File: src/rtl/gmc_pkg.sv
// Shared types, codes and helpers for the gate motion controller.
`timescale 1ns / 1ps

package gmc_pkg;

	localparam int unsigned CFG_IDX_W  = 3;
	localparam int unsigned CFG_DATA_W = 24;
	localparam int unsigned IN_DATA_W  = 8;
	localparam int unsigned OUT_DATA_W = 24;

	// Register indexes
	localparam logic [CFG_IDX_W-1:0] REG_PWM_INC        = 3'd0;
	localparam logic [CFG_IDX_W-1:0] REG_PWM_FULL       = 3'd1;
	localparam logic [CFG_IDX_W-1:0] REG_RAMP_INTERVAL  = 3'd2;
	localparam logic [CFG_IDX_W-1:0] REG_MOTION_TIMEOUT = 3'd3;
	localparam logic [CFG_IDX_W-1:0] REG_ERROR_HOLD     = 3'd4;

	// Register reset values
	localparam logic [11:0] RST_PWM_INC        = 12'd120;
	localparam logic [11:0] RST_PWM_FULL       = 12'd4095;
	localparam logic [15:0] RST_RAMP_INTERVAL  = 16'd20;
	localparam logic [23:0] RST_MOTION_TIMEOUT = 24'd70000;
	localparam logic [23:0] RST_ERROR_HOLD     = 24'd2500;

	// Command codes
	localparam logic [1:0] CMD_IDLE    = 2'd0;
	localparam logic [1:0] CMD_GO_OPEN = 2'd1;
	localparam logic [1:0] CMD_GO_SHUT = 2'd2;
	localparam logic [1:0] CMD_TOGGLE  = 2'd3;

	// Drive direction codes
	localparam logic [1:0] DIR_STOP = 2'd0;
	localparam logic [1:0] DIR_FWD  = 2'd1;
	localparam logic [1:0] DIR_BACK = 2'd2;

	// Gate mode codes as seen on the result
	localparam logic [2:0] MODE_CODE_STOPPED = 3'd0;
	localparam logic [2:0] MODE_CODE_OPENING = 3'd1;
	localparam logic [2:0] MODE_CODE_OPEN    = 3'd2;
	localparam logic [2:0] MODE_CODE_CLOSING = 3'd3;
	localparam logic [2:0] MODE_CODE_CLOSED  = 3'd4;
	localparam logic [2:0] MODE_CODE_ERROR   = 3'd5;

	typedef enum logic [5:0] {
		M_STOPPED = 6'b000001,
		M_OPENING = 6'b000010,
		M_OPEN    = 6'b000100,
		M_CLOSING = 6'b001000,
		M_CLOSED  = 6'b010000,
		M_ERROR   = 6'b100000
	} mode_t;

	typedef struct packed {
		logic [11:0] pwm_inc;
		logic [11:0] pwm_full;
		logic [15:0] ramp_interval;
		logic [23:0] motion_timeout;
		logic [23:0] error_hold;
	} cfg_t;

	typedef struct packed {
		logic [1:0] command;
		logic       open_limit_a;
		logic       open_limit_b;
		logic       close_limit_a;
		logic       close_limit_b;
		logic       trip_a;
		logic       trip_b;
	} tick_t;

	typedef struct packed {
		logic        busy_res;
		logic [2:0]  gate_mode;
		logic [1:0]  drive_direction;
		logic [11:0] enable_pwm;
	} result_t;

	function automatic logic [2:0] mode_code(input mode_t m);
		logic [2:0] c;
		unique case (m)
			M_STOPPED: c = MODE_CODE_STOPPED;
			M_OPENING: c = MODE_CODE_OPENING;
			M_OPEN:    c = MODE_CODE_OPEN;
			M_CLOSING: c = MODE_CODE_CLOSING;
			M_CLOSED:  c = MODE_CODE_CLOSED;
			M_ERROR:   c = MODE_CODE_ERROR;
			default:   c = MODE_CODE_STOPPED;
		endcase
		return c;
	endfunction

endpackage

File: src/rtl/gmc_cfg.sv
// Configuration register file of the gate motion controller.
`timescale 1ns / 1ps

module gmc_cfg (
	input  logic                              clk,
	input  logic                              arst_n,
	input  logic                              wr_en,
	input  logic [gmc_pkg::CFG_IDX_W-1:0]     wr_index,
	input  logic [gmc_pkg::CFG_DATA_W-1:0]    wr_data,
	output gmc_pkg::cfg_t                     cfg
);

	gmc_pkg::cfg_t cfg_q;

	always_ff @(posedge clk or negedge arst_n) begin
		if (!arst_n) begin
			cfg_q.pwm_inc        <= gmc_pkg::RST_PWM_INC;
			cfg_q.pwm_full       <= gmc_pkg::RST_PWM_FULL;
			cfg_q.ramp_interval  <= gmc_pkg::RST_RAMP_INTERVAL;
			cfg_q.motion_timeout <= gmc_pkg::RST_MOTION_TIMEOUT;
			cfg_q.error_hold     <= gmc_pkg::RST_ERROR_HOLD;
		end else if (wr_en) begin
			// indexes past the list are dropped
			unique case (wr_index)
				gmc_pkg::REG_PWM_INC:        cfg_q.pwm_inc        <= wr_data[11:0];
				gmc_pkg::REG_PWM_FULL:       cfg_q.pwm_full       <= wr_data[11:0];
				gmc_pkg::REG_RAMP_INTERVAL:  cfg_q.ramp_interval  <= wr_data[15:0];
				gmc_pkg::REG_MOTION_TIMEOUT: cfg_q.motion_timeout <= wr_data[23:0];
				gmc_pkg::REG_ERROR_HOLD:     cfg_q.error_hold     <= wr_data[23:0];
				default: ;
			endcase
		end
	end

	assign cfg = cfg_q;

endmodule

File: src/rtl/gmc_core.sv
// Per-tick gate state update: mode, shared PWM ramp, direction and timers.
`timescale 1ns / 1ps

module gmc_core (
	input  logic               clk,
	input  logic               arst_n,
	input  logic               step,
	input  gmc_pkg::tick_t     tick,
	input  gmc_pkg::cfg_t      cfg,
	output gmc_pkg::result_t   result
);

	gmc_pkg::mode_t mode_q, mode_d;
	logic [11:0]    level_q, level_d;
	logic           running_q, running_d;
	logic           rising_q, rising_d;
	logic [15:0]    ramp_timer_q, ramp_timer_d;
	logic [23:0]    motion_timer_q, motion_timer_d;
	logic [23:0]    error_timer_q, error_timer_d;
	logic [1:0]     dir_q, dir_d;

	logic           open_both, close_both, trip, at_end, start_ok, busy;
	logic [1:0]     cmd;
	logic [12:0]    level_sum;
	gmc_pkg::mode_t new_mode, end_mode;
	logic [1:0]     new_dir;
	logic           both_end;

	always_comb begin
		open_both  = tick.open_limit_a & tick.open_limit_b;
		close_both = tick.close_limit_a & tick.close_limit_b;
		trip       = tick.trip_a | tick.trip_b;

		mode_d    = mode_q;
		level_d   = level_q;
		running_d = running_q;
		rising_d  = rising_q;
		dir_d     = dir_q;

		// saturating tick counters
		ramp_timer_d   = (ramp_timer_q == '1) ? ramp_timer_q : ramp_timer_q + 16'd1;
		motion_timer_d = (motion_timer_q == '1) ? motion_timer_q : motion_timer_q + 24'd1;
		error_timer_d  = (error_timer_q == '1) ? error_timer_q : error_timer_q + 24'd1;

		if (mode_d == gmc_pkg::M_ERROR && error_timer_d >= cfg.error_hold)
			mode_d = gmc_pkg::M_STOPPED;

		cmd = tick.command;
		if (cmd == gmc_pkg::CMD_TOGGLE) begin
			if (mode_d == gmc_pkg::M_ERROR)
				cmd = gmc_pkg::CMD_IDLE;
			else if (mode_d == gmc_pkg::M_OPEN || mode_d == gmc_pkg::M_OPENING)
				cmd = gmc_pkg::CMD_GO_SHUT;
			else
				cmd = gmc_pkg::CMD_GO_OPEN;
		end

		// opposite request while moving is dropped, never reversed
		start_ok = 1'b0;
		new_mode = gmc_pkg::M_OPENING;
		end_mode = gmc_pkg::M_OPEN;
		new_dir  = gmc_pkg::DIR_FWD;
		both_end = open_both;
		if (cmd == gmc_pkg::CMD_GO_OPEN) begin
			start_ok = (mode_d != gmc_pkg::M_CLOSING);
		end else if (cmd == gmc_pkg::CMD_GO_SHUT) begin
			start_ok = (mode_d != gmc_pkg::M_OPENING);
			new_mode = gmc_pkg::M_CLOSING;
			end_mode = gmc_pkg::M_CLOSED;
			new_dir  = gmc_pkg::DIR_BACK;
			both_end = close_both;
		end
		if (start_ok && mode_d != gmc_pkg::M_ERROR && mode_d != new_mode
				&& mode_d != end_mode) begin
			if (both_end) begin
				mode_d = end_mode;
			end else begin
				dir_d          = new_dir;
				running_d      = 1'b1;
				rising_d       = 1'b1;
				level_d        = 12'd0;
				ramp_timer_d   = 16'd0;
				mode_d         = new_mode;
				motion_timer_d = 24'd0;
			end
		end

		level_sum = {1'b0, level_d} + {1'b0, cfg.pwm_inc};
		if (running_d && ramp_timer_d >= cfg.ramp_interval) begin
			ramp_timer_d = 16'd0;
			if (rising_d) begin
				if (level_sum >= {1'b0, cfg.pwm_full}) begin
					level_d   = cfg.pwm_full;
					running_d = 1'b0;
				end else begin
					level_d = level_sum[11:0];
				end
			end else if (level_d <= cfg.pwm_inc) begin
				level_d   = 12'd0;
				running_d = 1'b0;
			end else begin
				level_d = level_d - cfg.pwm_inc;
			end
		end

		if (mode_d == gmc_pkg::M_OPENING || mode_d == gmc_pkg::M_CLOSING) begin
			at_end = (mode_d == gmc_pkg::M_OPENING) ? open_both : close_both;
			if (trip || (!at_end && motion_timer_d > cfg.motion_timeout)) begin
				running_d     = 1'b1;
				rising_d      = 1'b0;
				ramp_timer_d  = 16'd0;
				mode_d        = gmc_pkg::M_ERROR;
				error_timer_d = 24'd0;
			end else if (at_end) begin
				running_d    = 1'b1;
				rising_d     = 1'b0;
				ramp_timer_d = 16'd0;
				mode_d = (mode_d == gmc_pkg::M_OPENING) ? gmc_pkg::M_OPEN : gmc_pkg::M_CLOSED;
			end
		end else begin
			at_end = 1'b0;
		end

		if ((mode_d == gmc_pkg::M_OPEN || mode_d == gmc_pkg::M_CLOSED
				|| mode_d == gmc_pkg::M_ERROR) && level_d == 12'd0)
			dir_d = gmc_pkg::DIR_STOP;

		// a trip while idle aborts on every tick
		busy = (mode_d == gmc_pkg::M_OPENING || mode_d == gmc_pkg::M_CLOSING);
		if (!busy && trip) begin
			running_d     = 1'b1;
			rising_d      = 1'b0;
			ramp_timer_d  = 16'd0;
			mode_d        = gmc_pkg::M_ERROR;
			error_timer_d = 24'd0;
		end

		result.enable_pwm      = level_d;
		result.drive_direction = dir_d;
		result.gate_mode       = gmc_pkg::mode_code(mode_d);
		result.busy_res        = busy;
	end

	always_ff @(posedge clk or negedge arst_n) begin
		if (!arst_n) begin
			mode_q         <= gmc_pkg::M_STOPPED;
			level_q        <= 12'd0;
			running_q      <= 1'b0;
			rising_q       <= 1'b1;
			ramp_timer_q   <= 16'd0;
			motion_timer_q <= 24'd0;
			error_timer_q  <= 24'd0;
			dir_q          <= gmc_pkg::DIR_STOP;
		end else if (step) begin
			mode_q         <= mode_d;
			level_q        <= level_d;
			running_q      <= running_d;
			rising_q       <= rising_d;
			ramp_timer_q   <= ramp_timer_d;
			motion_timer_q <= motion_timer_d;
			error_timer_q  <= error_timer_d;
			dir_q          <= dir_d;
		end
	end

	// no reversal: a running motion never turns straight into the opposite one
	a_no_rev_open: assert property (@(posedge clk) disable iff (!arst_n)
		step && mode_q == gmc_pkg::M_OPENING |=> mode_q != gmc_pkg::M_CLOSING)
		else $error("opening reversed into closing");

	a_no_rev_close: assert property (@(posedge clk) disable iff (!arst_n)
		step && mode_q == gmc_pkg::M_CLOSING |=> mode_q != gmc_pkg::M_OPENING)
		else $error("closing reversed into opening");

	a_start_dir: assert property (@(posedge clk) disable iff (!arst_n)
		step && mode_q != gmc_pkg::M_OPENING && mode_d == gmc_pkg::M_OPENING
		|=> dir_q == gmc_pkg::DIR_FWD && motion_timer_q == 24'd0)
		else $error("opening started without forward drive");

	// an idle trip can enter error with the drive still set, so only the end modes count
	a_end_stops: assert property (@(posedge clk) disable iff (!arst_n)
		step && (mode_d == gmc_pkg::M_OPEN || mode_d == gmc_pkg::M_CLOSED)
		&& level_d == 12'd0 |=> dir_q == gmc_pkg::DIR_STOP)
		else $error("drive left on at an end with zero ramp");

endmodule

File: src/rtl/gate_motion_controller.sv
// Top level of the gate motion controller: stream ports, input and result registers.
`timescale 1ns / 1ps

// Two-actuator gate controller. Each request on the slave stream is one
// millisecond tick (command, end switches, overcurrent trips) and yields
// exactly one result (PWM level, drive direction, gate mode, busy) on the
// master stream. A tick is taken into an input register; its full state update
// runs combinationally into the result register, so one tick per clock is
// sustained unless m_axis_tready stalls. The user must write registers through
// the wr_en/wr_index/wr_data port while no tick is in flight; the block does not check.

module gate_motion_controller (
	input  logic                               clk,
	input  logic                               arst_n,
	input  logic                               s_axis_tvalid,
	output logic                               s_axis_tready,
	// [1:0] command, [2] open_limit_a, [3] open_limit_b, [4] close_limit_a,
	// [5] close_limit_b, [6] trip_a, [7] trip_b
	input  logic [gmc_pkg::IN_DATA_W-1:0]      s_axis_tdata,
	output logic                               m_axis_tvalid,
	input  logic                               m_axis_tready,
	// [11:0] enable_pwm, [13:12] drive_direction, [16:14] gate_mode,
	// [17] busy_res, [23:18] zero
	output logic [gmc_pkg::OUT_DATA_W-1:0]     m_axis_tdata,
	input  logic                               wr_en,
	input  logic [gmc_pkg::CFG_IDX_W-1:0]      wr_index,
	input  logic [gmc_pkg::CFG_DATA_W-1:0]     wr_data
);

	gmc_pkg::cfg_t    cfg;
	gmc_pkg::tick_t   tick_s1;
	logic             valid_s1;
	gmc_pkg::result_t result;
	gmc_pkg::result_t result_s2;
	logic             valid_s2;
	logic             adv_s1;

	assign adv_s1        = valid_s1 && (!valid_s2 || m_axis_tready);
	assign s_axis_tready = !valid_s1 || adv_s1;

	always_ff @(posedge clk or negedge arst_n) begin
		if (!arst_n) begin
			valid_s1 <= 1'b0;
			valid_s2 <= 1'b0;
		end else begin
			if (s_axis_tready)
				valid_s1 <= s_axis_tvalid;
			if (!valid_s2 || m_axis_tready)
				valid_s2 <= valid_s1;
		end
	end

	always_ff @(posedge clk) begin
		if (s_axis_tvalid && s_axis_tready) begin
			tick_s1.command       <= s_axis_tdata[1:0];
			tick_s1.open_limit_a  <= s_axis_tdata[2];
			tick_s1.open_limit_b  <= s_axis_tdata[3];
			tick_s1.close_limit_a <= s_axis_tdata[4];
			tick_s1.close_limit_b <= s_axis_tdata[5];
			tick_s1.trip_a        <= s_axis_tdata[6];
			tick_s1.trip_b        <= s_axis_tdata[7];
		end
		if (adv_s1)
			result_s2 <= result;
	end

	gmc_cfg u_cfg (
		.clk      (clk),
		.arst_n   (arst_n),
		.wr_en    (wr_en),
		.wr_index (wr_index),
		.wr_data  (wr_data),
		.cfg      (cfg)
	);

	gmc_core u_core (
		.clk    (clk),
		.arst_n (arst_n),
		.step   (adv_s1),
		.tick   (tick_s1),
		.cfg    (cfg),
		.result (result)
	);

	assign m_axis_tvalid = valid_s2;
	assign m_axis_tdata  = {6'd0, result_s2.busy_res, result_s2.gate_mode,
		result_s2.drive_direction, result_s2.enable_pwm};

endmodule
File: config.mk
export PLATFORM = sky130hd
export DESIGN_NAME = gate_motion_controller
export DESIGN_NICKNAME = d
export VERILOG_FILES = /design/src/rtl/gmc_pkg.sv /design/src/rtl/gmc_cfg.sv /design/src/rtl/gmc_core.sv /design/src/rtl/gate_motion_controller.sv
export SDC_FILE = /design/constraint.sdc
export NUM_CORES = 1
export LEC_CHECK = 0
export BUFFER_PORTS_ARGS = -buffer_cell sky130_fd_sc_hd__buf_2
export CAP_MARGIN = 20
export CORE_MARGIN = 5
export CORE_UTILIZATION = 63
export CTS_CLUSTER_SIZE = 20
export DETAILED_ROUTE_END_ITERATION = 16
export PLACE_DENSITY = 0.8
export SYNTH_ARGS = -nofsm -noshare
export SYNTH_HDL_FRONTEND = slang
export SYNTH_HIERARCHICAL = 1
export SYNTH_SLANG_ARGS = --single-unit
export TNS_END_PERCENT = 5
File: constraint.sdc
create_clock -name clk -period 11.2 [get_ports clk]
set_clock_uncertainty 0.05 [all_clocks]
set_input_delay 1.12 -clock clk [delete_from_list [all_inputs] [get_ports clk]]
set_output_delay 1.12 -clock clk [all_outputs]
set_load 0.005 [all_outputs]
-- Word-level counts from Yosys, hierarchy flattened
Index checks and enable logic that the tools add are counted.
- register bits: 202
- $lt $le $gt $ge: 5
- reduce and logical (&&, ||, !) cells: 29
- eq/ne operators: 31
- bitwise gates (word level): 3
- add/sub/neg operators: 5
- muxes and demuxes: 63
- operators by type and width (cell ; count):
    24-bit 2-to-1 mux ; 7
    16-bit 2-to-1 mux ; 8
    12-bit 2-to-1 mux ; 6
    6-bit 2-to-1 mux ; 9
    24-bit by 1-bit adder with 24-bit output, second input constant ; 2
    24-bit == test, second input constant ; 2
    6-bit by 2-bit == test with 1-bit output, second input constant ; 4
    6-bit == test, second input constant ; 4
    24-bit greater-or-equal comparator ; 1
    24-bit greater-than comparator ; 1
    1-bit 2-to-1 mux ; 21
    6-bit by 3-bit == test with 1-bit output, second input constant ; 3
    6-bit by 4-bit == test with 1-bit output, second input constant ; 3
    16-bit by 1-bit adder with 16-bit output, second input constant ; 1
    16-bit == test, second input constant ; 1
    16-bit greater-or-equal comparator ; 1
    2-bit 2-to-1 mux ; 8
    3-bit one-hot mux with 5 select lines ; 1
    12-bit by 12-bit adder with 13-bit output ; 1
    13-bit by 12-bit greater-or-equal comparator with 1-bit output ; 1
    6-bit by 5-bit == test with 1-bit output, second input constant ; 2
    12-bit <= comparator ; 1
    12-bit logical NOT ; 1
    6-bit inequality test ; 2
    18 further kinds ; 45

-- Depth between registers and ports, before layout
- depth in word-level cells: 31
- depth in mapped cells: 41
- gate-level depth less buffers: 38

-- Modules after synthesis
Netlist, hierarchy kept.
- by module, submodules not included (module ; seq. area each (µm²) ; area each (µm²) ; instances ; cells an instance):
    gmc_core ; 2154.6 ; 8914.8 ; 1 ; 1102
    gmc_cfg ; 2238.4 ; 3358.2 ; 1 ; 190
    gate_motion_controller ; 830.8 ; 933.4 ; 1 ; 41

-- Worst setup path before layout
OpenSTA, ideal clock, no wires.
- path kind: reg2reg
- start: register u_core.error_timer_q[0]
- end: register result_s2 (netlist bit m_axis_tdata[12]), data pin
- cell stages (with the launch flop): 39
- library setup time: 0.264 ns
- data arrival time: 8.211 ns
- setup slack: 2.675 ns
- cells stage by stage: dfrtp_1 ha_1 and3_1 and2_1 nand4_1 nand3_1 nor4_1 and3_1 xor2_1 ha_1 nand4_1 nor4_1 nand3_1 o211ai_1 o21ai_1 clkbuf_1 clkbuf_1 nand2_1 [... 3 more ...] o311ai_1 a221oi_1 a21oi_1 o21a_1 o31ai_1 xnor2_1 ha_1 nand3_1 a21oi_1 a22o_1 a31o_2 nor2_2 mux2_4 a221oi_2 o221ai_1 a2111o_1 nor4_4 nor2_1
- RTL lines (item ; RTL line ; source):
    from (decl) ; gmc_core.sv:19 ; logic [23:0] error_timer_q, error_timer_d;
    from (signal assigned) ; gmc_core.sv:161 ; error_timer_q <= error_timer_d;
    to (signal assigned) ; gate_motion_controller.sv:64 ; result_s2 <= result;
    to (decl) ; gate_motion_controller.sv:34 ; gmc_pkg::result_t result_s2;

==> results.md <==
* Clk root buf: clkbuf_16
* CTS Sinks at 202
* Clock share of power at 0.278
* Crit-path max cell delay at ~0.58 ns
* CTS resizes at 0
* Logic gate share of total power at 0.383
* Gr usage total at 0.2691
* Global-route wire length before repair at roughly 53000 um
* Mapped cell area at about 0.013 mm2
* Sw frac at 0.3631
* Count of cell types in the netlist at about 90
* Routed len/inst at around 19 um
* Sequential power share at 0.339
* Top cells by count, synth: 145 x dfrtp_1, 128 x inv_1, 120 x mux2_2, 103 x ha_1, 89 x nor2_1
* Via/cell ratio at between 6 and 7
* Yosys reg bits at ~200
* Final TNS setup at 0 ns
* Hold buffer count at CTS at 0
* Hold Violations, Final at 0
* Remaining global-route overflow at 0
* Buffer and inverter count on the worst path at 0
* Port Buf Inserts at just under 60
* Clk_lat worst skew at 0.53 ns
* Area added between synthesis and finish at 9.759%
* Die area at around 0.024 mm2
* Worst Setup Start Kind: flop
* Drt initial violations at 758
* Largest net degree at the start of global routing at 63
* Max-Cap Viols at 0
* HP Class: reg2reg
* FP Rows at 53
* Worst VDD drop at between 0.1 and 0.15 mV
* DRC at 0
* CTS clk-pin slew, worst paths at ~0.06 ns
* Number of global-route vias before repair at 10290
* Synth Warn # at 6
* Initial antenna violation count at 0
* Status: finished clean
* Fraction of layout cells with a size suffix above 1 at 0.2093
* Pleak at 6.738 nW
* # setup viols final at 0
* H-tree depth at 1
* Syn_area_per_cell at around 10 um2
* Synth top area share at 0.2748
* Internal power at roughly 1.8 mW
* Critical Path End Type: flop
* Max frequency at 98.07 MHz
* Crit Path Class: reg2reg
* CP max-delay cell: o211ai_1
* PD cells at approximately 200 mW/mm2
* Fill cell count at around 1600
* Crit path max fanout at 14
* TritonCTS clock tree: yes
* Final Cycle Share at 0.9104
* Top FF cell, synth: dfrtp_1
* # IOs at between 60 and 70
* Pre-Repair DR Iteration Count at 5
* Vias after detailed routing at ~10000
* CTS buffer count at 23
* Layout Nets at approximately 1500
* Final Util at 0.6961
* Max-slew violations at 0
* Critical Path AT at around 10 ns
* Dpl hpwl at between 20000 and 25000 um
* Die Y at around 150 um
* Overall Power at 2.842 mW
* Synth area leader: dfrtp_1
* GPL Wtd Cong at about 0.95
* Count leader, synth: dfrtp_1
* Clock buffer depth at 3
* Unrepaired setup endpoints after global routing: false
* Min Tclk post-route at 10.20 ns
* Worst Tran Pin Value at between 1 and 1.5 ns
* CP top delay family: simple AND/OR/NAND/NOR gates
* Setup Buffers After CTS at 0
* Gate Count Post-Synth at between 1000 and 1500
* Sequential area share after synthesis at 0.3955
* Core Region at ~0.021 mm2
* Critical Path Most Common Cell: ha_1
* Ant diodes at 0
* Die W at 154.8 um
* Final Instance Area at 0.01450 mm2
* NetSw at between 1 and 1.5 mW
* Ys async rst share at 0.8713
* Final ANT Viol Nets at 0
* CP required at 11.42 ns
* Relative slew margins at 0.2324
* Top cells by area, synth: dfrtp_1 27%, mux2_2 10%, ha_1 9.8%, dfstp_2 6.2%, edfxtp_1 5.9%
* Placed inst area at 0.01370 mm2
* Number of enable flip-flop cells after synthesis at 26
* Drt total wl at 31950 um
* Initial Util at 0.6342
-- worst reg2reg max path: cells and delay by family (launching register included) --
kind	cells	cell delay [ns]
AND/OR/NAND/NOR	15	3.87
AO/OA/AOI/OAI	13	3.66
adder cells (fa/ha/maj)	4	1.26
flip-flops	1	0.43
multiplexers	1	0.36
XOR/XNOR	2	0.28
-- metal layers --
layer / GRT usage / vias up / share of wire
met5: 0 / - / 0
met1: 0.3533 / 4992 / 0.42
met4: 0.08452 / 0 / 0.034
met3: 0.02994 / 73 / 0.045
met2: 0.4692 / 284 / 0.50
li1: - / 4842 / -
-- area by class of cell --
type | count | area, um2 | share of cell area
Multi-Input combinational cell | 956 | 7287 | 0.5027
Sequential cell | 202 | 5224 | 0.3604
Clock buffer | 30 | 641.9 | 0.04428
Inverter | 128 | 480.5 | 0.03315
Timing Repair Buffer | 67 | 361.6 | 0.02495
Tap cell | 275 | 344.1 | 0.02374
Clock inverter | 12 | 156.4 | 0.01079
-- through the flow --
| stage | setup WS (ns) | instances | hold slack [ns] |
|---|---|---|---|
| after floorplan | 2.675 | 1338 | 0.4081 |
| after global placement | 1.541 | 1628 | 0.4254 |
| after detailed placement | 1.210 | 1628 | 0.4424 |
| after CTS | 1.172 | 1670 | 0.4542 |
| after global routing | 0.1812 | 1670 | 0.4644 |
| final | 1.003 | 1670 | 0.4536 |
-- cell usage in the layout, fill, tap and decap left out, types with 26 or more instances in the layout --
master | Yosys | final
dfrtp_1 | 145 | 145
inv_1 | 128 | 128
mux2_2 | 120 | 120
ha_1 | 103 | 103
nor2_1 | 89 | 89
nand2_1 | 88 | 88
a21oi_1 | 73 | 73
buf_2 | 7 | 58
o21ai_0 | 55 | 55
nand3_1 | 40 | 40
xnor2_1 | 39 | 39
xor2_1 | 36 | 36
dfstp_2 | 31 | 31
edfxtp_1 | 26 | 26
-- state kept, by name, indices dropped and copies added (netlist names) --
name / cells
u_cfg/cfg: 88
u_core/error_timer_q: 24
u_core/motion_timer_q: 24
m_axis_tdata: 18
u_core/ramp_timer_q: 16
u_core/level_q: 12
tick_s1: 8
u_core/mode_q: 6
u_core/dir_q: 2
m_axis_tvalid: 1
u_core/rising_q: 1
u_core/running_q: 1
valid_s1: 1
-- cell families (layout without fill, tap and decap cells) --
group,Yosys count,in the layout,synth area share
other,1,6,0.0002840
adders and majority gates,105,105,0.1006
xor gates and xnor gates,75,75,0.04974
DFF,202,202,0.3955
and+or+nand+nor,369,369,0.1452
muxes,128,128,0.1090
AOI/OAI and AO/OA,273,273,0.1430
buffers and inverters,180,237,0.05665
-- power groups by stage --
stage / registers, mW / logic [mW] / clock network [mW]
2_1_floorplan: 0.946 / 0.814 / 0
3_3_place_gp: 0.969 / 1.04 / 0
3_5_place_dp: 0.974 / 1.07 / 0
4_1_cts: 0.963 / 1.08 / 0.802
5_1_grt: 0.977 / 1.21 / 0.832
6_report: 0.963 / 1.09 / 0.789
-- final timing paths --
kind                                          from                  to  slack, ns  cells past startpoint
setup reg to reg           u_core/error_timer_q[0]    m_axis_tdata[13]       1.00                     35
min in group asynchronous                   arst_n   u_core/level_q[6]       0.49                      1
hold reg to reg                 u_core/level_q[11]  u_core/level_q[11]       0.45                      1
hold / removal                  u_core/level_q[11]  u_core/level_q[11]       0.45                      1
max in group asynchronous                   arst_n            valid_s1       8.61                      3
setup / recovery           u_core/error_timer_q[0]    m_axis_tdata[13]       1.00                     35
Power figures use the tool's default switching activity.
